[config.mk]
export PLATFORM = sky130hd
export DESIGN_NAME = m4rm_store
export DESIGN_NICKNAME = d
export VERILOG_FILES = /design/src/sv/m4rm_pkg.sv /design/src/sv/m4rm_store.sv
export SDC_FILE = /design/constraint.sdc
export NUM_CORES = 1
export LEC_CHECK = 0
export BUFFER_PORTS_ARGS = -buffer_cell sky130_fd_sc_hd__buf_2
export CAP_MARGIN = 20
export CORE_AREA = 2 2 248 250
export DETAILED_ROUTE_END_ITERATION = 12
export DIE_AREA = 0 0 250 252
export GPL_TIMING_DRIVEN = 0
export HOLD_SLACK_MARGIN = 0.06
export PLACE_DENSITY = 0.63
export SLEW_MARGIN = 10
export SYNTH_ARGS = -nofsm -noshare
export SYNTH_HDL_FRONTEND = slang
export SYNTH_SLANG_ARGS = --single-unit
[constraint.sdc]
create_clock -name clk -period 1.2 [get_ports clk]
set_input_delay 0.24 -clock clk [delete_from_list [all_inputs] [get_ports clk]]
set_output_delay 0.24 -clock clk [all_outputs]
set_load 0.005 [all_outputs]
[src/sv/m4rm_pkg.sv]
package m4rm_pkg;

  // element format
  localparam int ELEM_W    = 32;
  localparam int FRAC_BITS = 16;
  localparam int ROW_W     = 2;
  localparam int DIM       = 4;

  // truncated product drops the low FRAC_BITS bits of the full double-width product
  localparam int FULL_W = 2 * ELEM_W;
  localparam int PROD_W = FULL_W - FRAC_BITS;
  // four products summed exactly
  localparam int SUM_W  = PROD_W + 2;

  // opcodes
  localparam logic OPC_LOAD = 1'b0;
  localparam logic OPC_MUL  = 1'b1;

  typedef logic [ELEM_W-1:0] elem_t;
  typedef logic [PROD_W-1:0] prod_t;

  typedef elem_t [DIM-1:0]          row_t;
  typedef elem_t [DIM-1:0][DIM-1:0] mat_t;   // [row][col]
  typedef prod_t [DIM-1:0][DIM-1:0] prod_blk_t; // [col][k]

  typedef struct packed {
    logic             opcode;
    logic [ROW_W-1:0] row_index;
    elem_t            elem0;
    elem_t            elem1;
    elem_t            elem2;
    elem_t            elem3;
  } in_item_t;

  typedef struct packed {
    logic [ROW_W-1:0] out_row;
    elem_t            out_elem0;
    elem_t            out_elem1;
    elem_t            out_elem2;
    elem_t            out_elem3;
  } out_item_t;

  // products in flight between the multiply and sum stages
  typedef struct packed {
    logic [ROW_W-1:0] row;
    prod_blk_t        prod;
  } prod_item_t;

endpackage

[src/sv/m4rm_store.sv]
module m4rm_store (
  input  logic                      clk,
  input  logic                      rst_n,
  input  logic                      wr_en,
  input  logic [m4rm_pkg::ROW_W-1:0] wr_row,
  input  m4rm_pkg::row_t            wr_data,
  output m4rm_pkg::mat_t            mat
);
  import m4rm_pkg::*;

  mat_t mat_r;

  // right matrix rows, cleared to zero on reset
  always_ff @(posedge clk) begin
    if (!rst_n) begin
      mat_r <= '0;
    end else if (wr_en) begin
      mat_r[wr_row] <= wr_data;
    end
  end

  assign mat = mat_r;

endmodule

### Word level (Yosys, flattened, before mapping)

Index checks and enable logic that the tools add are counted.

| word-level totals | value |
|---|---|
| bits in registers | 512 |
| output and inout port bits | 512 |
| word-level logic and storage cells | 22 |

| operators by class | value |
|---|---|
| order comparisons | 2 |
| multiplexer cells | 3 |
| reduce and logical (&&, ||, !) cells | 1 |

Operator list:

| kind | number |
|---|---|
| bitwise mux 512 bit | 1 |
| demux 128 bit (select 2 bit) | 1 |
| two-way mux 128 bit | 1 |
| < comparator 2 x 3 -> 1 bit (second input constant) | 1 |
| greater-or-equal comparator 2 x 1 -> 1 bit (second input constant) | 1 |
| logical AND 1 bit | 1 |

### Longest topological paths before layout

Gate-level depths: netlist (run 1).

| logic depth | value |
|---|---|
| word-level depth | 5 |
| gate-level depth with buffers | 5 |
| gate-level depth less buffers | 2 |

### Worst setup path before layout (run 1)

No wires, ideal clock.

| path | value |
|---|---|
| kind | input-to-reg |
| from | input port wr_row[1] (netlist name) |
| to | register mat_r (netlist bit mat[100]) |
| data arrival time | 973 ps |
| required time | 1128 ps |
| path slack | 155 ps |
| stages | 4 |
| cell sequence | nor3b_2 -> buf_4 -> buf_6 -> mux2i_1 |

| between the ends | value |
|---|---|
| cells in the longest elaborated chain, start to end | 5 |
| elaborated cells between the ends (all ways) | 6 |
| those cells by class | order compare (2); mux (3); reduce/logical (1) |

RTL lines:

| item | RTL line | RTL |
|---|---|---|
| start, declared | m4rm_store.sv:5 | `input logic [m4rm_pkg::ROW_W-1:0] wr_row,` |
| < comparator 2 x 3 -> 1 bit (implied by the code) or greater-or-equal comparator 2 x 1 -> 1 bit (tied branches) | m4rm_store.sv:18 | `mat_r[wr_row] <= wr_data;` |
| logical AND 1 bit (implied by the code) | m4rm_store.sv:18 |  |
| two-way mux 128 bit (implied by the code) | m4rm_store.sv:18 |  |
| demux 128 bit (select 2 bit) * | m4rm_store.sv:18 |  |
| bitwise mux 512 bit * | m4rm_store.sv:18 |  |
| end signal, assigned by index | m4rm_store.sv:18 |  |
| end, declared | m4rm_store.sv:11 | `mat_t mat_r;` |

Mark *: on every way between the ends. The rest lies on a longest branch, timed or not.
A chain may end at the register's enable or synchronous reset.

### Worst setup path after layout (run 1)

| path | value |
|---|---|
| from | register mat_r (netlist bit mat[88]) |
| to | output port mat[88] (netlist name) |

RTL lines:

| item | RTL line | RTL |
|---|---|---|
| end, declared | m4rm_store.sv:7 | `output m4rm_pkg::mat_t mat` |

No word-level cell between the ends.

==> out/qor.yml, run 1 <==
run_status:
  outcome: "complete, but fails checks"
  violations: "negative setup slack"
timing:
  fin_ws_ns: -0.135
  tightest_slew_ns: 0.686
  rsz0062_at_grt: "yes"
  clock.fmax_mhz: 749
  hold_violations: 0
  relSlewSlack_pct: 54.2
  whs_ns: 0.0865
  slew_viol_final: 0
  finalCritPeriodShare_pct: 111
  setup_viol: 512
  min_period_ns: 1.33
  finClkSkew_ns: 0
  fin_setup_tns_ns: -36.37
final_layout:
  n_fill_cell: 5277
  fin_util_pct: 49.0
  multiInputGateArea_mm2: 0.00756
  largest_reg_flops: 512
  syn2layout_area_growth_pct: 58.2
  diodes: 0
  drive_gt1_share_pct: 53.5
  seqCellArea_mm2: 0.0109
  design_area_mm2: 0.0294
  nets: 2860
power_and_ir_drop:
  cellPowerDensity_mw_per_mm2: 1340
  p_int_uw: 29700
  irDropWorstVdd_v: 0.00102
  combPwrFrac_pct: 10.7
  power.leakage_uw: 0.0150
  clockPowerShare_pct: 43.3
  switching_share_pct: 24.5
  p_sw_uw: 9660
  power_uw: 39400
  power_frac_seq_pct: 46.0
routing:
  via_per_inst: 4.74
  drtPass1Iterations: 5
  vias: 16800
  remaining_drc_errors: 0
  drt_iter0_drc: 854
  routed_wl_um: 73900
  final_antenna_net_count: 0
  routedWlPerCell_um: 20.8
floorplanning:
  dieArea_mm2: 0.0630
  rows: 90
  die_x_um: 250
  initial_core_util_pct: 30.9
  die_height_um: 252
  design.core.area_mm2: 0.0601
  io_pins: 645
clocking:
  cts_buffers: 53
  cts_max_path_buffers: 3
  cts_tree: "yes"
  clk_pin_slew_ns: 0.07
  clock_sinks: 512
  htreeDepth: 2
  cts_root_buf: "clkbuf_16"
  clk_latency_ns: 0.59
worst_setup_path:
  r2r.worst_path.cells: 4
  path_buf_inv: 1
  r2r-start: "mat[379]$_SDFFE_PN0P_"
  slowest_stage: "dfxtp_2"
  path_delay_family: "flip-flops"
  cp_max_fo: 2
  setup.worst_path.end_class: "primary output"
  critPathLaunchType: "flip-flop"
  crit_required_ns: 0.96
  r2r_slack_ns: 0.38
  critPathMaxStageDelay_ns: 0.37
  r2r-end: "mat[379]$_SDFFE_PN0P_"
  critical_path_class: "reg2out"
  path_cells: "buf_2"
  cp.arrival_ns: 1.09
worst_hold_path:
  min-delay-start: "wr_data[54]"
  min_delay_worst_endpoint: "mat[310]$_SDFFE_PN0P_"
  hold_class: "in2reg"
  hold_depth: 3
grt:
  grt_pass1_vias: 17300
  use_met2_pct: 38.8
  grt_util_all_layers_pct: 21.8
  busiest_layer: "met2"
  overflow: 0
  grtUsageMet3_pct: 6.74
  grt_pass1_wl_um: 105000
  grt_max_degree: 15
  antenna_found_initial: 1
  use_met1_pct: 23.1
synthesis:
  yosysTopAreaCellShare_pct: 55.1
  syn_area_mm2: 0.0186
  synth_area_leaders: "dfxtp_1, mux2i_1, nand2_1"
  syn_nets: 1928
  ys_warn_count: 0
  seq_area_frac_synth_pct: 55.1
  synth-seq-cells: 512
  yosys.area.top_type: "dfxtp_1"
  avgSynthCellArea_um2: 10.4
  syn_inst: 1795
  synth.distinct_cells: 10
placement:
  port_buffers: 643
  hpwl_um: 51900
  place_area_mm2: 0.0228
  gp_congestion: 0.904
run:
  cap_violations: 0
worst reg2reg max path, stage by stage (launching register included):
cell and delay, ns:
dfxtp_2 0.33, buf_4 0.13, buf_4 0.12, nand2_1 0.05, mux2i_1 0.07
cells by family after synthesis:
kind of cell / share of synthesized area, %
muxes: 27.5
and+or+nand+nor: 13.1
buffers and inverters: 4.30
DFF: 55.1
synthesized netlist by cell type:
master,instances
nand3b_1,2
buf_6,12
buf_4,41
nand2_1,640
clkbuf_1,11
buf_2,63
dfxtp_1,512
nand3_1,1
mux2i_1,512
nor3b_2,1
power groups by stage:
stage	combinational [µW]	clock (µW)	sequential, µW
3_5_place_dp	3240	0	18300
2_1_floorplan	1540	0	18300
4_1_cts	3980	17300	18100
6_report	4210	17000	18100
5_1_grt	4460	18000	18200
3_3_place_gp	3180	0	18300
per-stage QoR:
step	worst slack, ns	cells
CTS	-0.167	3484
finish	-0.135	3548
floorplan	0.155	1795
global route	-0.161	3548
global placement	-0.669	3220
detailed placement	-0.723	3220
placed cells by master (no fill, tap or decap), drive strengths merged:
master	instances
mux2i	512
bufinv	4
nand3b	2
nor3b	1
dfxtp	512
clkinv	15
nand2	640
buf	870
nand3	1
inv	1
clkinvlp	3
dlygate4sd3	122
clkbuf	83
per-layer routing:
layer,part of all wire (%),vias to the layer above
li1,-,7746
met1,37,8110
met2,50,727
met3,7.8,229
met4,5.4,2
met5,0.018,-
what timing repair did:
item                       CTS  global route
resized for setup          791            87
hold buffers               122             0
hold endpoints to repair   478             0
buffers inserted            48            64
setup endpoints to repair  531           567
worst max path at each step:
stage | slack [ns] | endpoint | start | cells past startpoint
after floorplan | 0.15 | mat[100]$_SDFFE_PN0P_ | wr_row[1] | 4
after global placement | -0.67 | mat[117]$_SDFFE_PN0P_ | rst_n | 4
after detailed placement | -0.72 | mat[117]$_SDFFE_PN0P_ | rst_n | 4
after CTS | -0.17 | mat[116] | mat[116]$_SDFFE_PN0P_ | 1
after global routing | -0.16 | mat[88] | mat[88]$_SDFFE_PN0P_ | 1
final | -0.13 | mat[88] | mat[88]$_SDFFE_PN0P_ | 1
layout make-up:
| type | instances | share of cell area, % |
|---|---|---|
| tap | 782 | 3.32 |
| sequential | 512 | 37.1 |
| buffer | 127 | 2.75 |
| clock inverter | 23 | 0.795 |
| timing repair buffer | 877 | 25.1 |
| multi-input combinational | 1156 | 25.7 |
| clock buffer | 71 | 5.29 |
Note: power is estimated with default switching activity, not from simulation.
==> run 2, diff against run 1 <==
--- a/config.mk
+++ b/config.mk
@@ -13,7 +13,7 @@
 export GPL_TIMING_DRIVEN = 0
 export HOLD_SLACK_MARGIN = 0.06
 export PLACE_DENSITY = 0.63
-export SLEW_MARGIN = 10
+export SLEW_MARGIN = 0
 export SYNTH_ARGS = -nofsm -noshare
 export SYNTH_HDL_FRONTEND = slang
 export SYNTH_SLANG_ARGS = --single-unit
==> constraint.sdc (replaced) <==
create_clock -name clk -period 1.3 [get_ports clk]
set_input_delay 0.26 -clock clk [delete_from_list [all_inputs] [get_ports clk]]
set_output_delay 0.26 -clock clk [all_outputs]
set_load 0.005 [all_outputs]
==> run 2 against run 1 <==
  * The flow still finishes with violations (negative setup slack)
  * Register-to-register slack gained 0.11 ns
  * Hold slack lost 0.0084 ns
  * Cell count shrank 0.17%
  * Count of clock-buffer cells in the layout is the same
  * Flip-flop and latch count is the same
  * Sequential share of layout area grew 0.080 points
==> out/qor.yml, run 2 (same netlist as run 1, synthesis figures left out) <==
floorplanning:
  io_pins: 645  # unchanged
  die_height_um: 252  # unchanged
  initial_core_util_pct: 30.9  # unchanged
  die_x_um: 250  # unchanged
  design.core.area_mm2: 0.0601  # unchanged
  dieArea_mm2: 0.0630  # unchanged
  rows: 90  # unchanged
run:
  cap_violations: 0  # unchanged
routing:
  routed_wl_um: 73600  # -0.33%
  remaining_drc_errors: 0  # unchanged
  via_per_inst: 4.71  # -0.51%
  drtPass1Iterations: 5  # unchanged
  routedWlPerCell_um: 20.8  # -0.16%
  drt_iter0_drc: 869  # +1.8%
  vias: 16700  # -0.68%
  final_antenna_net_count: 0  # unchanged
final_layout:
  syn2layout_area_growth_pct: 57.9
  fin_cells: 3542  # -0.17%
  nets: 2854  # -0.21%
  diodes: 0  # unchanged
  fin_util_pct: 48.9  # -0.11 points
  layout_commonest_cell: "nand2_1"
  drive_gt1_share_pct: 53.6  # about the same
  mostFrequentLayoutCells: "nand2_1, mux2i_1, dfxtp_2"
  largest_reg_flops: 512  # unchanged
timing:
  finalCritPeriodShare_pct: 104
  fin_ws_ns: -0.0578  # +0.0768 ns
  rsz0062_at_grt: "yes"
  whs_ns: 0.0782  # -0.00835 ns
  hold_violations: 0  # unchanged
  relSlewSlack_pct: 56.1  # +1.8 points
  min_period_ns: 1.36
  finClkSkew_ns: 0  # unchanged
  fin_setup_tns_ns: -0.882  # +35.49 ns
  slew_viol_final: 0  # unchanged
  setup_viol: 78  # -85%
  clock.fmax_mhz: 737
  tightest_slew_ns: 0.659  # -0.0277 ns
worst_setup_path:
  cp.arrival_ns: 1.10  # about the same
  critPathLaunchType: "flip-flop"
  path_delay_family: "flip-flops"
  cp_max_fo: 2  # unchanged
  path_buf_inv: 1  # unchanged
  setup.worst_path.end_class: "primary output"
  critical_path_class: "reg2out"
  r2r_slack_ns: 0.49  # +0.11 ns
  critPathMaxStageDelay_ns: 0.37  # about the same
  crit_required_ns: 1.04  # +0.08 ns
  slowest_stage: "dfxtp_2"
  path_cells: "buf_2"
power_and_ir_drop:
  p_sw_uw: 8910  # -7.8%
  cellPowerDensity_mw_per_mm2: 1240  # -7.6%
  power.leakage_uw: 0.0150  # -0.21%
  clockPowerShare_pct: 43.3  # about the same
  power_frac_seq_pct: 46.1  # about the same
  p_int_uw: 27400  # -7.7%
  irDropWorstVdd_v: 0.000943  # -7.3%
  switching_share_pct: 24.5  # about the same
  combPwrFrac_pct: 10.6  # about the same
placement:
  hpwl_um: 51900  # unchanged
  dp_slack_ns: -0.643  # +0.0800 ns
  placed_cells: 3220  # unchanged
  port_buffers: 643  # unchanged
  gp_congestion: 0.904  # unchanged
clocking:
  cts_root_buf: "clkbuf_16"
  clock_sinks: 512  # unchanged
  clk_pin_slew_ns: 0.07  # about the same
  cts_max_path_buffers: 3  # unchanged
  cts_tree: "yes"
  clk_latency_ns: 0.59  # about the same
  htreeDepth: 2  # unchanged
  cts_buffers: 53  # unchanged
run_status:
  outcome: "complete, but fails checks"
  violations: "negative setup slack"
grt:
  grt_pass1_wl_um: 105000  # -0.25%
  antenna_found_initial: 1  # unchanged
  grt_util_all_layers_pct: 21.8  # -0.031 points
  overflow: 0  # unchanged
  grt_pass1_vias: 17200  # -0.43%
  grt_max_degree: 15  # unchanged
worst_hold_path:
  hold_class: "in2reg"
==> run 2: changes by cell type in the layout (fill, tap and decap cells not counted), sizes merged <==
cell,previous run,this run
dlygate4sd3,122,115
buf,870,872
clkbuf,83,82
==> run 2: path summary, 6_finish.rpt <==
path,startpoint,to,depth (start not counted)
worst max-delay path,mat[88]$_SDFFE_PN0P_,mat[88],1
worst min-delay path,wr_data[55],mat[55]$_SDFFE_PN0P_,3
worst max register to register,mat[379]$_SDFFE_PN0P_,mat[379]$_SDFFE_PN0P_,4
worst min register to register,mat[449]$_SDFFE_PN0P_,mat[449]$_SDFFE_PN0P_,2
==> run 2: power by group through the flow <==
| stage | Sequential [µW] | Combinational, µW | Clock, µW |
|---|---|---|---|
| after floorplan | 16900 | 1420 | 0 |
| after global placement | 16900 | 2930 | 0 |
| after detailed placement | 16900 | 2990 | 0 |
| after CTS | 16700 | 3660 | 16000 |
| after global routing | 16800 | 4090 | 16600 |
| final | 16700 | 3860 | 15700 |
==> run 2: through the flow <==
step	area (µm²)	total power [µW]
after global routing	29400	37500
after floorplan	18600	18300
after global placement	22800	19800
after CTS	28400	36300
after detailed placement	22800	19900
final	29400	36300
==> run 2: area by class of cell <==
type | instances | area [µm²]
tap | 782 | 978
multi-input combinational | 1156 | 7560
fill | 5290 | 30800
sequential | 512 | 10900
clock inverter | 23 | 234
timing repair buffer | 872 | 7340
buffer | 126 | 802
clock buffer | 71 | 1560
==> run 2: timing repair <==
item                                    CTS  global route
endpoints found under the setup margin  514           528
resized for setup                       789            83
endpoints found under the hold margin   441             0
setup buffers                            48            66
hold buffers                            115             0
==> run 2: worst register-to-register path: stages (launching register included) <==
cell     delay [ns]
dfxtp_2        0.33
buf_4          0.13
buf_4          0.12
nand2_1        0.05
mux2i_1        0.07
==> run 2: per-layer routing <==
layer	vias up	part of all wire, %	global-route usage [%]
met5	-	0.018	0
met4	2	5.5	12.3
met3	222	8.1	6.77
met2	749	50	38.5
met1	7986	37	23.1
li1	7741	-	-
==> run 3, diff against run 2 <==
--- a/config.mk
+++ b/config.mk
@@ -7,12 +7,13 @@
 export LEC_CHECK = 0
 export BUFFER_PORTS_ARGS = -buffer_cell sky130_fd_sc_hd__buf_2
 export CAP_MARGIN = 20
-export CORE_AREA = 2 2 248 250
+export CORE_AREA = 2 2 251 253
+export CTS_BUF_LIST = sky130_fd_sc_hd__clkbuf_4 sky130_fd_sc_hd__clkbuf_8
 export DETAILED_ROUTE_END_ITERATION = 12
-export DIE_AREA = 0 0 250 252
+export DIE_AREA = 0 0 253 255
 export GPL_TIMING_DRIVEN = 0
 export HOLD_SLACK_MARGIN = 0.06
-export PLACE_DENSITY = 0.63
+export PLACE_DENSITY = 0.62
 export SLEW_MARGIN = 0
 export SYNTH_ARGS = -nofsm -noshare
 export SYNTH_HDL_FRONTEND = slang
==> constraint.sdc (replaced) <==
create_clock -name clk -period 1.6 [get_ports clk]
set_input_delay 0.32 -clock clk [delete_from_list [all_inputs] [get_ports clk]]
set_output_delay 0.32 -clock clk [all_outputs]
set_load 0.005 [all_outputs]
==> run 3 against run 2 <==
  * The run now ends clean
  * Global-route usage is 1.0 points lower
  * Design area fell by 12%
  * Via count fell by 2.7%
  * Non-clock buffer count is 104 lower
==> out/qor.yml, run 3 (same netlist as run 1, synthesis figures left out) <==
floorplanning:
  initial_core_util_pct: 29.9  # -1.0 points
  dieArea_mm2: 0.0645  # +2.4%
  rows: 92  # +2.2%
  die_x_um: 253  # +1.2%
  die_height_um: 255  # +1.2%
  io_pins: 645  # unchanged
  design.core.area_mm2: 0.0622  # +3.4%
timing:
  slew_viol_final: 0  # unchanged
  min_period_ns: 1.54
  rsz0062_at_grt: "no"
  hold_violations: 0  # unchanged
  relSlewSlack_pct: 48.9  # -7.2 points
  tightest_slew_ns: 0.767  # +0.108 ns
  finClkSkew_ns: 0  # unchanged
  setup_viol: 0  # -100%
  clock.fmax_mhz: 650
  whs_ns: 0.117  # +0.0389 ns
  finalCritPeriodShare_pct: 96.2
worst_setup_path:
  critical_path_class: "reg2out"
  setup.worst_path.end_class: "primary output"
  slowest_stage: "dfxtp_1"
  path_delay_family: "flip-flops"
  r2r.worst_path.cells: 2  # -2
  critPathMaxStageDelay_ns: 0.40  # +0.03 ns
  r2r_slack_ns: 0.89  # +0.40 ns
  cp.arrival_ns: 1.22  # +0.12 ns
  cp_max_fo: 2  # unchanged
  r2r-end: "mat[191]$_SDFFE_PN0P_"
  path_cells: "buf_2"
  critPathLaunchType: "flip-flop"
  crit_required_ns: 1.28  # +0.24 ns
  r2r-start: "mat[191]$_SDFFE_PN0P_"
  path_buf_inv: 1  # unchanged
clocking:
  postCtsSetupBuffers: 0  # -100%
  cts_root_buf: "clkbuf_8"
  htreeDepth: 3  # +1
  cts_buffers: 87  # +64%
  cts_tree: "yes"
  clk_pin_slew_ns: 0.06  # about the same
  clk_latency_ns: 0.65  # +0.06 ns
  cts_max_path_buffers: 3  # unchanged
  clock_sinks: 512  # unchanged
final_layout:
  layout_commonest_cell: "buf_2"
  drive_gt1_share_pct: 34.0  # -20 points
  mostFrequentLayoutCells: "buf_2, nand2_1, mux2i_1"
  nets: 2784  # -2.5%
  multiInputGateArea_mm2: 0.00756  # unchanged
  syn2layout_area_growth_pct: 39.7
  fin_cells: 3517  # -0.71%
  n_fill_cell: 6114  # +16%
  fin_util_pct: 41.8  # -7.0 points
  largest_reg_flops: 512  # unchanged
  seqCellArea_mm2: 0.0103  # -6.0%
grt:
  grt_util_all_layers_pct: 20.8  # -1.0 points
  antenna_found_initial: 1  # unchanged
  overflow: 0  # unchanged
  grt_pass1_wl_um: 101000  # -3.8%
  grt_pass1_vias: 16600  # -3.4%
  grt_max_degree: 14  # -1
worst_hold_path:
  min-delay-start: "wr_data[111]"
  hold_class: "in2reg"
  hold_depth: 3  # unchanged
  min_delay_worst_endpoint: "mat[495]$_SDFFE_PN0P_"
routing:
  remaining_drc_errors: 0  # unchanged
  routed_wl_um: 70100  # -4.7%
  via_per_inst: 4.62  # -2.0%
  final_antenna_net_count: 0  # unchanged
  vias: 16300  # -2.7%
  drt_iter0_drc: 758  # -13%
  drtPass1Iterations: 6  # +1
  m1WireLength_um: 27400  # +1.1%
  routed-wl-met2_um: 33600  # -7.9%
  routedWlPerCell_um: 19.9  # -4.1%
  top_layer: "met4"
  dr_wl_met3_um: 5330  # -10%
power_and_ir_drop:
  cellPowerDensity_mw_per_mm2: 1110  # -10%
  power_uw: 28800  # -21%
  irDropWorstVdd_v: 0.000616  # -35%
  power.leakage_uw: 0.0140  # -6.3%
placement:
  gp_congestion: 0.920  # +1.8%
  hpwl_um: 52300  # +0.75%
  placed_cells: 3237  # +0.53%
  port_buffers: 643  # unchanged
run_status:
  outcome: "finished, final reports clean"
run:
  cap_violations: 0  # unchanged
-- run 3: timing repair --
item,in CTS,in global routing
hold buffers,124,0
gates resized for setup,9,2
endpoints found under the setup margin,9,1
endpoints found under the hold margin,489,0
-- run 3: layer usage --
layer	track usage [%]	vias up
li1	-	7634
met1	23.1	7765
met2	35.4	658
met3	6.23	196
met4	12.2	0
met5	0	-
-- run 3: worst register-to-register path, delay by kind of cell, from the launching register on --
kind	cells	cell delay, ns
flops	1	0.38
mux	1	0.18
simple gates	1	0.08
-- run 3: power breakdown --
group          internal [µW]  total [µW]  switching [µW]
Clock                   7250       12700            5460
Sequential             13200       13500             246
Combinational           1150        2670            1520
-- run 3: worst max-delay path by stage --
stage / startpoint / endpoint / slack (ns) / cells past startpoint
floorplan: wr_row[1] / mat[100]$_SDFFE_PN0P_ / 0.47 / 4
global placement: rst_n / mat[61]$_SDFFE_PN0P_ / -0.55 / 5
detailed placement: rst_n / mat[317]$_SDFFE_PN0P_ / -0.57 / 5
CTS: mat[438]$_SDFFE_PN0P_ / mat[438] / 0.0001 / 1
global route: mat[439]$_SDFFE_PN0P_ / mat[439] / 0.005 / 1
finish: mat[22]$_SDFFE_PN0P_ / mat[22] / 0.06 / 1
-- run 3: final cells by class --
cell class | instances | area share, %
Clock buffer | 139 | 6.69
Multi-Input combinational cell | 1156 | 29.1
Buffer | 127 | 3.08
Tap cell | 799 | 3.85
Timing Repair Buffer | 767 | 17.2
Antenna cell | 1 | 0.00963
Sequential cell | 512 | 39.5
Clock inverter | 16 | 0.659
-- run 3: per-stage QoR --
step	TNS (ns)	setup WS, ns	instance area, µm²
after floorplan	0	0.475	18600
after detailed placement	-118.19	-0.571	22800
final	0	0.0611	26000
after global routing	0	0.00503	26000
after CTS	0	0.000136	26000
after global placement	-98.40	-0.551	22800
