==> config.mk <==
export PLATFORM = sky130hd
export DESIGN_NAME = m4rm_acc
export DESIGN_NICKNAME = d
export VERILOG_FILES = /design/src/sv/m4rm_pkg.sv /design/src/sv/m4rm_acc.sv
export SDC_FILE = /design/constraint.sdc
export NUM_CORES = 1
export LEC_CHECK = 0
export BUFFER_PORTS_ARGS = -buffer_cell sky130_fd_sc_hd__buf_2
export CAP_MARGIN = 10
export CELL_PAD_IN_SITES_DETAIL_PLACEMENT = 1
export CELL_PAD_IN_SITES_GLOBAL_PLACEMENT = 1
export CORE_AREA = 2 2 352 354
export DETAILED_ROUTE_END_ITERATION = 16
export DIE_AREA = 0 0 354 356
export PLACE_DENSITY = 0.65
export SLEW_MARGIN = 0
export SYNTH_ARGS = -nofsm -noshare
export SYNTH_HDL_FRONTEND = slang
export SYNTH_SLANG_ARGS = --single-unit
==> constraint.sdc <==
create_clock -name clk -period 5.64 [get_ports clk]
set_input_delay 0.282 -clock clk [delete_from_list [all_inputs] [get_ports clk]]
set_output_delay 0.282 -clock clk [all_outputs]
set_load 0.05 [all_outputs]
==> src/sv/m4rm_pkg.sv <==
package m4rm_pkg;

  // element format
  localparam int ELEM_W    = 32;
  localparam int FRAC_BITS = 16;
  localparam int ROW_W     = 2;
  localparam int DIM       = 4;

  // truncated product drops the low FRAC_BITS bits of the full double-width product
  localparam int FULL_W = 2 * ELEM_W;
  localparam int PROD_W = FULL_W - FRAC_BITS;
  // four products summed exactly
  localparam int SUM_W  = PROD_W + 2;

  // opcodes
  localparam logic OPC_LOAD = 1'b0;
  localparam logic OPC_MUL  = 1'b1;

  typedef logic [ELEM_W-1:0] elem_t;
  typedef logic [PROD_W-1:0] prod_t;

  typedef elem_t [DIM-1:0]          row_t;
  typedef elem_t [DIM-1:0][DIM-1:0] mat_t;   // [row][col]
  typedef prod_t [DIM-1:0][DIM-1:0] prod_blk_t; // [col][k]

  typedef struct packed {
    logic             opcode;
    logic [ROW_W-1:0] row_index;
    elem_t            elem0;
    elem_t            elem1;
    elem_t            elem2;
    elem_t            elem3;
  } in_item_t;

  typedef struct packed {
    logic [ROW_W-1:0] out_row;
    elem_t            out_elem0;
    elem_t            out_elem1;
    elem_t            out_elem2;
    elem_t            out_elem3;
  } out_item_t;

  // products in flight between the multiply and sum stages
  typedef struct packed {
    logic [ROW_W-1:0] row;
    prod_blk_t        prod;
  } prod_item_t;

endpackage

==> src/sv/m4rm_acc.sv <==
module m4rm_acc (
  input  logic                 clk,
  input  logic                 en,
  input  m4rm_pkg::prod_item_t prod_item,
  output m4rm_pkg::out_item_t  out_item
);
  import m4rm_pkg::*;

  out_item_t out_r;
  out_item_t out_nxt;
  row_t      sat;

  // exact sum of four products, then saturate to the element range
  always_comb begin
    logic signed [SUM_W-1:0] sum;
    sat = '0;
    for (int j = 0; j < DIM; j++) begin
      sum = '0;
      for (int k = 0; k < DIM; k++) begin
        sum = sum + SUM_W'($signed(prod_item.prod[j][k]));
      end
      if ((&sum[SUM_W-1:ELEM_W-1]) || !(|sum[SUM_W-1:ELEM_W-1])) begin
        sat[j] = sum[ELEM_W-1:0];
      end else if (sum[SUM_W-1]) begin
        sat[j] = {1'b1, {(ELEM_W-1){1'b0}}};
      end else begin
        sat[j] = {1'b0, {(ELEM_W-1){1'b1}}};
      end
    end
    out_nxt.out_row   = prod_item.row;
    out_nxt.out_elem0 = sat[0];
    out_nxt.out_elem1 = sat[1];
    out_nxt.out_elem2 = sat[2];
    out_nxt.out_elem3 = sat[3];
  end

  always_ff @(posedge clk) begin
    if (en) begin
      out_r <= out_nxt;
    end
  end

  assign out_item = out_r;

endmodule

After elaboration in Yosys (flattened, before gate mapping)

Cells that the tools add are included.
Widths: inputs -> output; s select.

Mux-type cells: 8
$add $sub $neg: 12
Reduce and logical (&&, ||, !) cells: 16

Operators with widths:

| kind              | count |
|---|---|
| $mux 32           | 8 |
| $add 49x48->50    | 4 |
| $add 50x48->50    | 4 |
| $add 48x48->49    | 4 |
| $reduce_and 19->1 | 4 |
| $reduce_or 19->1  | 4 |
| $logic_not 1->1   | 4 |
| $logic_or 1x1->1  | 4 |

Output and inout port bits: 130
Bits in registers: 130
Logic and storage cells: 41
Input bits: 772

Depth between registers and ports, before layout

Gate-level depths: netlist of run 1.

Depth after elaboration: 7
Gate-level depth with buffers: 20
Mapped depth without buffers: 18

Worst setup path before layout of run 1

Ideal clock, no wire load.

Path type: input port to flip-flop
Start point: input prod_item[193] (netlist name)
End point: register out_r (netlist bit out_item[65]) (data pin)
Required time: 5380 ps
Path slack: 565 ps
Arrival time: 4815 ps
Library setup time: 260 ps
Stages: 19
Path buffers: 1
Cell sequence: inv_1 fa_1 inv_1 fa_1 ha_1 fa_1 a21o_1 a221oi_4 o31ai_4 a31oi_4 o21ba_2 o21ai_2 xor2_1 or4_1 nor4b_1 nand4_1 o41ai_2 buf_8 mux2_4

RTL lines:

| item                   | line           | text |
|---|---|---|
| start: declaration     | m4rm_acc.sv:4  | `input m4rm_pkg::prod_item_t prod_item,` |
| end signal: assignment | m4rm_acc.sv:39 | `out_r <= out_nxt;` |
| end: declaration       | m4rm_acc.sv:9  | `out_item_t out_r;` |

==> summary.md, run 1 <==
| Metric | Value |
|---|---|
| Effective utilization at floorplan | `0.227` |
| Dpl cells | `5,886` |
| Syn_nets | `4,721` |
| Xor/xnor share of the synthesized area | `0.0582` |
| H-tree levels | `4` |
| Largest register FFs | `130` |
| DRC | `0` |
| Antenna violations before repair | `13` |
| Number of global-route vias before repair | `approximately 29k` |
| CP Launch Type | `input pin` |
| Yosys reg bits | `130` |
| CP startpoint | `prod_item[193]` |
| Slew headroom | `0.337` |
| Met1 Wirelength | `49,200 um` |
| Commonest non-fill, non-tap cell in the layout | `inv_1` |
| Fin crit share | `0.932` |
| Area Overhead vs Synth | `26.9%` |
| Largest area contributor in the netlist | `fa_1` |
| Post-synth ARST share | `0` |
| Share of the synthesized area in the top cell type | `0.279` |
| Layout cells sized above 1 | `0.244` |
| Die X | `354 um` |
| Synth Area in Adders | `0.367` |
| Met2 WL post-DR | `53,000 um` |
| CTS tree | `yes` |
| Simple-gate share of the synthesized area | `0.0997` |
| Final Total Pwr | `around 15 mW` |
| Port Buffers | `901` |
| Gate count after technology mapping | `approximately 3.4k` |
| Post-DP HPWL | `98,500 um` |
| WP data required | `5.98 ns` |
| Clock sinks | `130` |
| Leakage | `18.8 nW` |
| CTS buffer count | `17` |
| Cell Pwr Density | `between 400 and 500 nW/um2` |
| Finished Layout Cells | `just under 6k` |
| Final setup vio count | `0` |
| Commonest non-fill, non-tap cells in the layout | `inv_1, buf_2, fa_1` |
| CTS root buf | `clkbuf_16` |
| Hold worst-path end | `out_item[0]` |
| Pre-CTS setup slack | `-0.226 ns` |
| Global Route Usage Sum | `0.172` |
| Max Buffers Root-to-Sink | `2` |
| Routed len/inst | `18.6 um` |
| Synth Area in Compound Gates | `0.166` |
| DR pass1 iterations | `5` |
| DR top layer | `met5` |
| PostCTS Resize Cnt | `0` |
| Ys Warns | `0` |
| Post-DR vias/cell | `4.42` |
| Via count | `26.2k` |
| Hold Path Depth | `3` |
| Reg clk slew, reported paths | `0.07 ns` |
| Status | `finished, final reports clean` |
| Die Area | `roughly 130,000 um2` |
| EDFF count, synth | `130` |
| Setup TNS | `0 ns` |
| Worst hold path class | `in -> reg` |
| Rows | `between 100 and 150` |
| Unrepaired setup endpoints after global routing | `no` |
| Met3 routed WL | `6040 um` |
| Slew Viols, Final | `0` |
| Sequential area share after synthesis | `0.140` |
| IO Count | `roughly 900` |
| Largest net degree at the start of global routing | `124` |
| Post-route setup slack | `0.383 ns` |
| Crit Path Category | `in -> reg` |
| Final #Nets | `5,627` |
| Mapped cell area | `about 28,000 um2` |
| Critical Path End Type | `register` |
| Minimum clock period | `5.26 ns` |
| Fmax | `0.190 GHz` |
| Mux cell area share after synthesis | `0.0130` |
| Final Wtd Congestion | `approximately 0.89` |
| First-pass GRT wire length | `167,000 um` |
| Worst Path Arrival | `between 5 and 6 ns` |
| Avg Cell Area, Syn | `8.28 um2` |
| Ranking of synthesized cells by area | `fa_1, edfxtp_1, inv_1` |
| Grt total ovfl | `0` |
| Max_cap viols | `0` |
| Min-delay src | `prod_item[720]` |
| Core area | `approximately 120,000 um2` |
| Max VDD drop | `0.243 mV` |
| Worst slew pin tran | `0.991 ns` |
| Hold slack | `0.202 ns` |
| Top FF cell, synth | `edfxtp_1` |
| DRT antenna net count | `0` |
| Total wire length | `110,000 um` |
| Final Hold Fails | `0` |
| Synth unique cells | `86` |
| CP max FO | `8` |
| DRT iter0 DRCs | `1,236` |
| Largest family of logic cells by synthesized area | `adder cells` |
| DIE HEIGHT | `roughly 360 um` |
==> worst max-delay path, cell delays in order <==
cell	delay (ns)
buf_2	0.08
inv_1	0.04
fa_1	0.54
inv_1	0.05
fa_1	0.45
ha_1	0.23
fa_1	0.42
buf_4	0.17
a21o_1	0.19
a221oi_4	0.29
o31ai_4	0.11
a41o_1	0.30
a41oi_2	0.27
buf_4	0.17
nor4b_1	0.04
nor3_1	0.17
xnor2_1	0.12
inv_1	0.08
nand2_1	0.08
o41ai_4	0.91
buf_4	0.34
mux2i_1	0.21
==> what timing repair did <==
action | CTS | global route
buffers inserted | 0 | 0
endpoints found under the setup margin | 0 | 5
hold buffers | 3 | 0
endpoints found under the hold margin | 9 | 0
==> synth_stat cells, types with 4 or more instances <==
master    count
ha_1        196
and4_1        9
clkbuf_1     84
nand4_1      72
and3_1       18
a211oi_1     20
o21bai_1     25
a41oi_1       7
nor2b_1       7
nand2b_1      9
a31oi_1      24
o31ai_1      18
a21oi_1     239
a21boi_0      7
o22ai_1       5
a211o_1       7
o211ai_1     10
or3_1        15
o21ai_0     109
edfxtp_1    130
nor4b_1       4
nor3b_1       5
o21ai_1      52
a31o_2        4
xnor2_1     109
buf_2        15
fa_1        388
xor2_1       76
o211a_1       5
nand2_1     165
o21a_1       29
nor3_1       34
mux2i_1      32
nor4_1       21
a21o_1      103
nand3_1      47
o221ai_1      6
inv_1      1034
or4_1         5
o31a_1        7
nor2_1      124
and2_1       14
a311oi_1      4
a221oi_1     12
==> cells by family (layout without fill, tap and decap cells) <==
kind of cell             after synthesis  in the layout
AO/OA/AOI/OAI                        728            728
XOR/XNOR                             185            185
adder cells (fa/ha/maj)              584            584
buffers and inverters               1140           2059
flip-flops                           130            130
multiplexers                          35             35
other                                  0              5
AND/OR/NAND/NOR                      563            563
==> worst max path at each step <==
stage                              end  slack [ns]  cells past startpoint
after detailed placement  out_item[70]       -0.23                     20
after floorplan           out_item[65]        0.56                     19
final                     out_item[70]        0.38                     22
after CTS                 out_item[70]        0.30                     20
after global routing      out_item[74]        0.05                     22
after global placement    out_item[70]       -0.15                     20
==> per-layer routing <==
layer / track usage / vias to the layer above
li1: - / 12500
met1: 0.224 / 12800
met2: 0.298 / 742
met3: 0.0307 / 74
met4: 0.0369 / 6
met5: 0 / -
==> report_power, final <==
group	total, mW	switching [mW]	internal (mW)
sequential	2.03	0.157	1.88
combinational	12.3	8.03	4.23
clock	1.17	0.556	0.612
total	15.5	8.74	6.72
==> area by class of cell <==
cell class | instances | area (um2)
antenna | 5 | 12.5
clock buffer | 19 | 433
clock inverter | 13 | 126
fill | 15100 | 87300
inverter | 1034 | 3880
multi-input combinational | 2095 | 19600
sequential | 130 | 3900
tap | 1637 | 2050
timing repair buffer | 993 | 5300
==> metrics by stage <==
stage | utilization | area (um2)
after CTS | 0.288 | 35300
after global placement | 0.283 | 34700
final | 0.288 | 35400
after detailed placement | 0.283 | 34700
after global routing | 0.288 | 35300
after floorplan | - | 27900
Note: power is estimated with default switching activity, not from simulation.
==> inputs of run 2 (changes only) <==
--- a/config.mk
+++ b/config.mk
@@ -12,7 +12,7 @@
 export CORE_AREA = 2 2 352 354
 export DETAILED_ROUTE_END_ITERATION = 16
 export DIE_AREA = 0 0 354 356
-export PLACE_DENSITY = 0.65
+export PLACE_DENSITY_LB_ADDON = 0.1
 export SLEW_MARGIN = 0
 export SYNTH_ARGS = -nofsm -noshare
 export SYNTH_HDL_FRONTEND = slang
==> summary.md, run 2 (synthesis gave the netlist of run 1 again) <==
| Metric | Value |
|---|---|
| Post-DP HPWL | `108,000 um (was 98,500 um)` |
| Setup TNS | `0 ns (unchanged)` |
| Area Overhead vs Synth | `27.5% (was 26.9%)` |
| Port Buffers | `901 (unchanged)` |
| CP delay by family, top | `compound AO/OA/AOI/OAI gates (unchanged)` |
| CTS tree | `yes (unchanged)` |
| Finished Layout Cells | `5,954 (was 5,926)` |
| Final setup vio count | `0 (unchanged)` |
| Largest net degree at the start of global routing | `85 (was 124)` |
| Die X | `354 um (unchanged)` |
| CP Cell Sequence | `buf_2 > inv_1 > fa_1 > inv_1 > fa_1 > ha_1 > fa_1 > a21o_1 > a221oi_4 > o31ai_4 > a41o_1 > a31oi_1 > o21ai_1 > xor2_1 > and4_1 > nand4_1 > o41ai_4 > buf_12 > mux2i_1 (was buf_2 > inv_1 > fa_1 > inv_1 > fa_1 > ha_1 > fa_1 > buf_4 > a21o_1 > a221oi_4 > o31ai_4 > a41o_1 > a41oi_2 > buf_4 > nor4b_1 > nor3_1 > xnor2_1 > inv_1 > nand2_1 > o41ai_4 > buf_4 > mux2i_1)` |
| Final Wtd Congestion | `0.878 (was 0.891)` |
| First-pass GRT wire length | `179,000 um (was 167,000 um)` |
| Layout cells sized above 1 | `0.249 (was 0.244)` |
| Fin crit share | `0.924 (was 0.932)` |
| Fillers | `15.0k (was 15.1k)` |
| Worst Path Arrival | `5.56 ns (was 5.59 ns)` |
| Post-DR vias/cell | `4.38 (was 4.42)` |
| CTS root buf | `clkbuf_16 (unchanged)` |
| Slew Viols, Final | `0 (unchanged)` |
| Critical Path End Type | `register (unchanged)` |
| Routed len/inst | `20.0 um (was 18.6 um)` |
| Status | `finished, final reports clean (unchanged)` |
| Reg clk slew, reported paths | `0.07 ns (about the same)` |
| Die Area | `126,000 um2 (unchanged)` |
| Core area | `123,000 um2 (unchanged)` |
| Worst slew pin tran | `1.00 ns (was 0.991 ns)` |
| Min-delay src | `prod_item[720] (unchanged)` |
| Max_cap viols | `0 (unchanged)` |
| Worst path slowest cell | `o41ai_4 (unchanged)` |
| Final #Nets | `5,655 (was 5,627)` |
| Grt total ovfl | `0 (unchanged)` |
| Antenna violations before repair | `17 (was 13)` |
| DR pass1 iterations | `5 (unchanged)` |
| Fmax | `0.192 GHz (was 0.190 GHz)` |
| Via count | `26.1k (was 26.2k)` |
| Dpl cells | `5,915 (was 5,886)` |
| H-tree levels | `4 (unchanged)` |
| Leakage | `18.9 nW (was 18.8 nW)` |
| DRT antenna net count | `0 (unchanged)` |
| CP Launch Type | `input pin (unchanged)` |
| Effective utilization at floorplan | `0.227 (unchanged)` |
| CP max FO | `18 (was 8)` |
| WP data required | `5.98 ns (about the same)` |
| Largest register FFs | `130 (unchanged)` |
| Slew headroom | `0.331 (was 0.337)` |
| Max Buffers Root-to-Sink | `2 (unchanged)` |
| Total wire length | `119,000 um (was 110,000 um)` |
| Cell Pwr Density | `446 nW/um2 (was 437 nW/um2)` |
| Clock sinks | `130 (unchanged)` |
| DRT iter0 DRCs | `949 (was 1,236)` |
| Global Route Usage Sum | `0.188 (was 0.172)` |
| Unrepaired setup endpoints after global routing | `no (unchanged)` |
| Crit Path Category | `in -> reg (unchanged)` |
| Rows | `129 (unchanged)` |
| Max VDD drop | `0.181 mV (was 0.243 mV)` |
| CP startpoint | `prod_item[193] (unchanged)` |
| Final Hold Fails | `0 (unchanged)` |
| PostCTS Resize Cnt | `0 (unchanged)` |
| DIE HEIGHT | `356 um (unchanged)` |
| CTS buffer count | `17 (unchanged)` |
| IO Count | `902 (unchanged)` |
| DRC | `0 (unchanged)` |
| Minimum clock period | `5.21 ns (was 5.26 ns)` |
| Worst hold path class | `in -> reg (unchanged)` |
| Commonest non-fill, non-tap cells in the layout | `inv_1, buf_2, fa_1 (unchanged)` |
| CP max stage delay | `0.76 ns (was 0.91 ns)` |
| Number of global-route vias before repair | `29.0k (was 28.6k)` |
| Final core occ | `0.289 (was 0.288)` |
| Most frequent CP cell | `fa_1` |
| Commonest non-fill, non-tap cell in the layout | `inv_1 (unchanged)` |
| Worst path bufs/invs | `4 (was 7)` |
==> run 2: cell type report <==
type / count / area [um2] / share of cell area
inverters: 1034 / 3880 / 0.109
multi-input cells: 2095 / 19600 / 0.553
diodes: 5 / 12.5 / 0.000352
flip-flops and latches: 130 / 3900 / 0.110
clock buffers: 17 / 425 / 0.0120
repair buffers: 1021 / 5480 / 0.154
clock inverters: 15 / 113 / 0.00317
well taps: 1637 / 2050 / 0.0577
==> run 2: final timing paths <==
check                          end  slack (ns)  depth (start not counted)
worst min-delay path   out_item[0]        0.23                          3
worst max-delay path  out_item[83]        0.43                         19
==> run 2: power breakdown <==
group | switching (mW) | internal [mW]
Sequential | 0.192 | 1.88
Combinational | 8.29 | 4.34
Clock | 0.557 | 0.561
Total | 9.04 | 6.78
==> run 2: metal layers <==
| metal | vias up | share of wire | global-route usage |
|---|---|---|---|
| li1 | 12600 | - | - |
| met3 | 84 | 0.060 | 0.0391 |
| met4 | 12 | 0.019 | 0.0447 |
| met5 | - | 0.00061 | 0 |
| met1 | 12700 | 0.43 | 0.235 |
| met2 | 689 | 0.49 | 0.328 |
==> run 2: stage by stage <==
stage	setup slack (ns)	total power, mW	cell area, um2	hold WS, ns
floorplan	0.565	10.2	27900	0.381
global placement	-0.0577	14.9	34900	0.464
detailed placement	-0.0639	14.8	34900	0.470
CTS	0.441	16.1	35500	0.165
global route	0.0932	17.2	35500	0.188
finish	0.426	15.8	35500	0.227
==> run 2: what timing repair did <==
| action | in CTS | in global routing |
|---|---|---|
| endpoints found under the setup margin | 0 | 0 |
| hold buffers | 2 | 0 |
| hold endpoints to repair | 2 | 0 |
| buffers inserted | 0 | 0 |
==> run 2: worst min-delay path, stage by stage <==
cell and delay, ns:
buf_2 0.09, ha_1 0.13, a21o_1 0.12
==> inputs of run 3 (changes only) <==
--- a/config.mk
+++ b/config.mk
@@ -5,13 +5,13 @@
 export SDC_FILE = /design/constraint.sdc
 export NUM_CORES = 1
 export LEC_CHECK = 0
-export BUFFER_PORTS_ARGS = -buffer_cell sky130_fd_sc_hd__buf_2
 export CAP_MARGIN = 10
 export CELL_PAD_IN_SITES_DETAIL_PLACEMENT = 1
 export CELL_PAD_IN_SITES_GLOBAL_PLACEMENT = 1
-export CORE_AREA = 2 2 352 354
+export CORE_AREA = 2 2 354 356
 export DETAILED_ROUTE_END_ITERATION = 16
-export DIE_AREA = 0 0 354 356
+export DIE_AREA = 0 0 356 358
+export DONT_BUFFER_PORTS = 1
 export PLACE_DENSITY_LB_ADDON = 0.1
 export SLEW_MARGIN = 0
 export SYNTH_ARGS = -nofsm -noshare
==> summary.md, run 3 (synthesis gave the netlist of run 1 again) <==
| Metric | Value |
|---|---|
| Final core occ | `0.250 (was 0.289)` |
| Clock share of power | `0.087 (was 0.071)` |
| Post-DP HPWL | `102,000 um (was 108,000 um)` |
| WP data required | `5.87 ns (was 5.98 ns)` |
| Min-delay src | `prod_item[720] (unchanged)` |
| Commonest non-fill, non-tap cells in the layout | `inv_1, fa_1, a21oi_1 (was inv_1, buf_2, fa_1)` |
| Placed cell areas | `30,200 um2 (was 34,900 um2)` |
| Cell Pwr Density | `494 nW/um2 (was 446 nW/um2)` |
| Worst Path Arrival | `5.59 ns (was 5.56 ns)` |
| DRT antenna net count | `0 (unchanged)` |
| Final Total Pwr | `15.2 mW (was 15.8 mW)` |
| CTS buffer count | `17 (unchanged)` |
| Effective utilization at floorplan | `0.226 (was 0.227)` |
| Final setup vio count | `0 (unchanged)` |
| CP Launch Type | `input pin (unchanged)` |
| Global Route Usage Sum | `0.175 (was 0.188)` |
| Largest register FFs | `130 (unchanged)` |
| Dpl cells | `4,981 (was 5,915)` |
| CP max FO | `8 (was 18)` |
| Max Buffers Root-to-Sink | `2 (unchanged)` |
| Critical Path End Type | `register (unchanged)` |
| CTS tree | `yes (unchanged)` |
| H-tree levels | `4 (unchanged)` |
| Grt total ovfl | `0 (unchanged)` |
| Clock sinks | `130 (unchanged)` |
| Crit Path Category | `in -> reg (unchanged)` |
| Rows | `129 (unchanged)` |
| Sequential fraction of design power | `0.274 (was 0.131)` |
| Hold slack | `0.0905 ns (was 0.227 ns)` |
| Unrepaired setup endpoints after global routing | `no (unchanged)` |
| Final #Nets | `4,722 (was 5,655)` |
| Max VDD drop | `0.258 mV (was 0.181 mV)` |
| Slew headroom | `0.206 (was 0.331)` |
| IO Count | `902 (unchanged)` |
| Number of global-route vias before repair | `25.4k (was 29.0k)` |
| Leakage | `15.2 nW (was 18.9 nW)` |
| Fmax | `0.186 GHz (was 0.192 GHz)` |
| Layout cells sized above 1 | `0.0420 (was 0.249)` |
| CP startpoint | `prod_item[193] (unchanged)` |
| Commonest non-fill, non-tap cell in the layout | `inv_1 (unchanged)` |
| Worst hold path class | `in -> reg (unchanged)` |
| Post-CTS Setup Bufs | `0 (unchanged)` |
| Status | `finished, final reports clean (unchanged)` |
| Max_cap viols | `0 (unchanged)` |
| Via count | `22.5k (was 26.1k)` |
| Fin area | `30,900 um2 (was 35,500 um2)` |
| First-pass GRT wire length | `165,000 um (was 179,000 um)` |
| DR pass1 iterations | `5 (unchanged)` |
| Reg clk slew, reported paths | `0.07 ns (about the same)` |
| Gate power share | `0.639 (was 0.799)` |
| Slew Viols, Final | `0 (unchanged)` |
| Finished Layout Cells | `5,018 (was 5,954)` |
| Switching power | `8.88 mW (was 9.04 mW)` |
| Minimum clock period | `5.36 ns (was 5.21 ns)` |
| DIE HEIGHT | `358 um (was 356 um)` |
| DRC | `0 (unchanged)` |
| Fin crit share | `0.951 (was 0.924)` |
| Core area | `123,000 um2 (about the same)` |
| Sw frac | `0.583 (was 0.571)` |
| Largest net degree at the start of global routing | `131 (was 85)` |
| Worst slew pin tran | `1.19 ns (was 1.00 ns)` |
| Final Wtd Congestion | `0.860 (was 0.878)` |
| Area Overhead vs Synth | `10.8% (was 27.5%)` |
| Total wire length | `114,000 um (was 119,000 um)` |
| Post-DR vias/cell | `4.49 (was 4.38)` |
| Int Power | `6.36 mW (was 6.78 mW)` |
| Die X | `356 um (was 354 um)` |
| CTS root buf | `clkbuf_16 (unchanged)` |
| DRT iter0 DRCs | `750 (was 949)` |
| Port Buffers | `0 (was 901)` |
| Antenna violations before repair | `4 (was 17)` |
| Final Hold Fails | `0 (unchanged)` |
| Die Area | `127,000 um2 (was 126,000 um2)` |
| Routed len/inst | `22.7 um (was 20.0 um)` |
| PostCTS Resize Cnt | `0 (unchanged)` |
## run 3: through the flow
stage | setup WS, ns | setup TNS, ns
after global placement | -0.166 | -3.62
after detailed placement | -0.186 | -3.88
final | 0.276 | 0
after floorplan | 0.565 | 0
after global routing | 0.0444 | 0
after CTS | 0.344 | 0
## run 3: layout make-up
class	count	area, um2
diodes	2	5.00
clock buffers	17	425
clock inverters	15	196
fillers	14500	92400
inverters	1034	3880
multi-input cells	2095	19600
flip-flops and latches	130	3900
well taps	1637	2050
repair buffers	88	761
## run 3: power by group through the flow
stage / registers, mW / logic, mW / clock network, mW
after floorplan: 3.79 / 6.45 / 0
after global placement: 4.27 / 9.87 / 0
after detailed placement: 4.24 / 9.83 / 0
after CTS: 4.25 / 9.93 / 1.39
after global routing: 4.28 / 10.9 / 1.41
final: 4.18 / 9.74 / 1.32
## run 3: final timing paths
kind                  endpoint  slack [ns]  cells past startpoint
hold / removal     out_item[0]        0.09                      2
setup / recovery  out_item[93]        0.28                     20
## run 3: layer usage
metal	vias up	GRT usage	routed length, um	share of wire
met2	628	0.305	56100	0.49
met1	11100	0.216	48700	0.43
li1	10700	-	-	-
met5	-	0	0	0
met4	0	0.0444	2220	0.020
met3	67	0.0421	6750	0.059
## run 3: timing repair
item,4_1_cts,5_1_grt
hold endpoints to repair,132,0
endpoints found under the setup margin,0,2
hold buffers,3,0
## run 3: worst max-delay path: stages
cell	delay, ns
inv_1	0.09
fa_1	0.77
inv_1	0.10
fa_1	0.36
buf_4	0.15
ha_1	0.28
a21o_1	0.19
and4_1	0.21
a311oi_2	0.30
o31ai_1	0.19
a21oi_1	0.35
o221ai_1	0.21
buf_4	0.19
or4b_1	0.49
a31oi_1	0.28
nor4b_1	0.33
nand4_1	0.21
o41ai_4	0.19
buf_4	0.32
mux2i_1	0.09
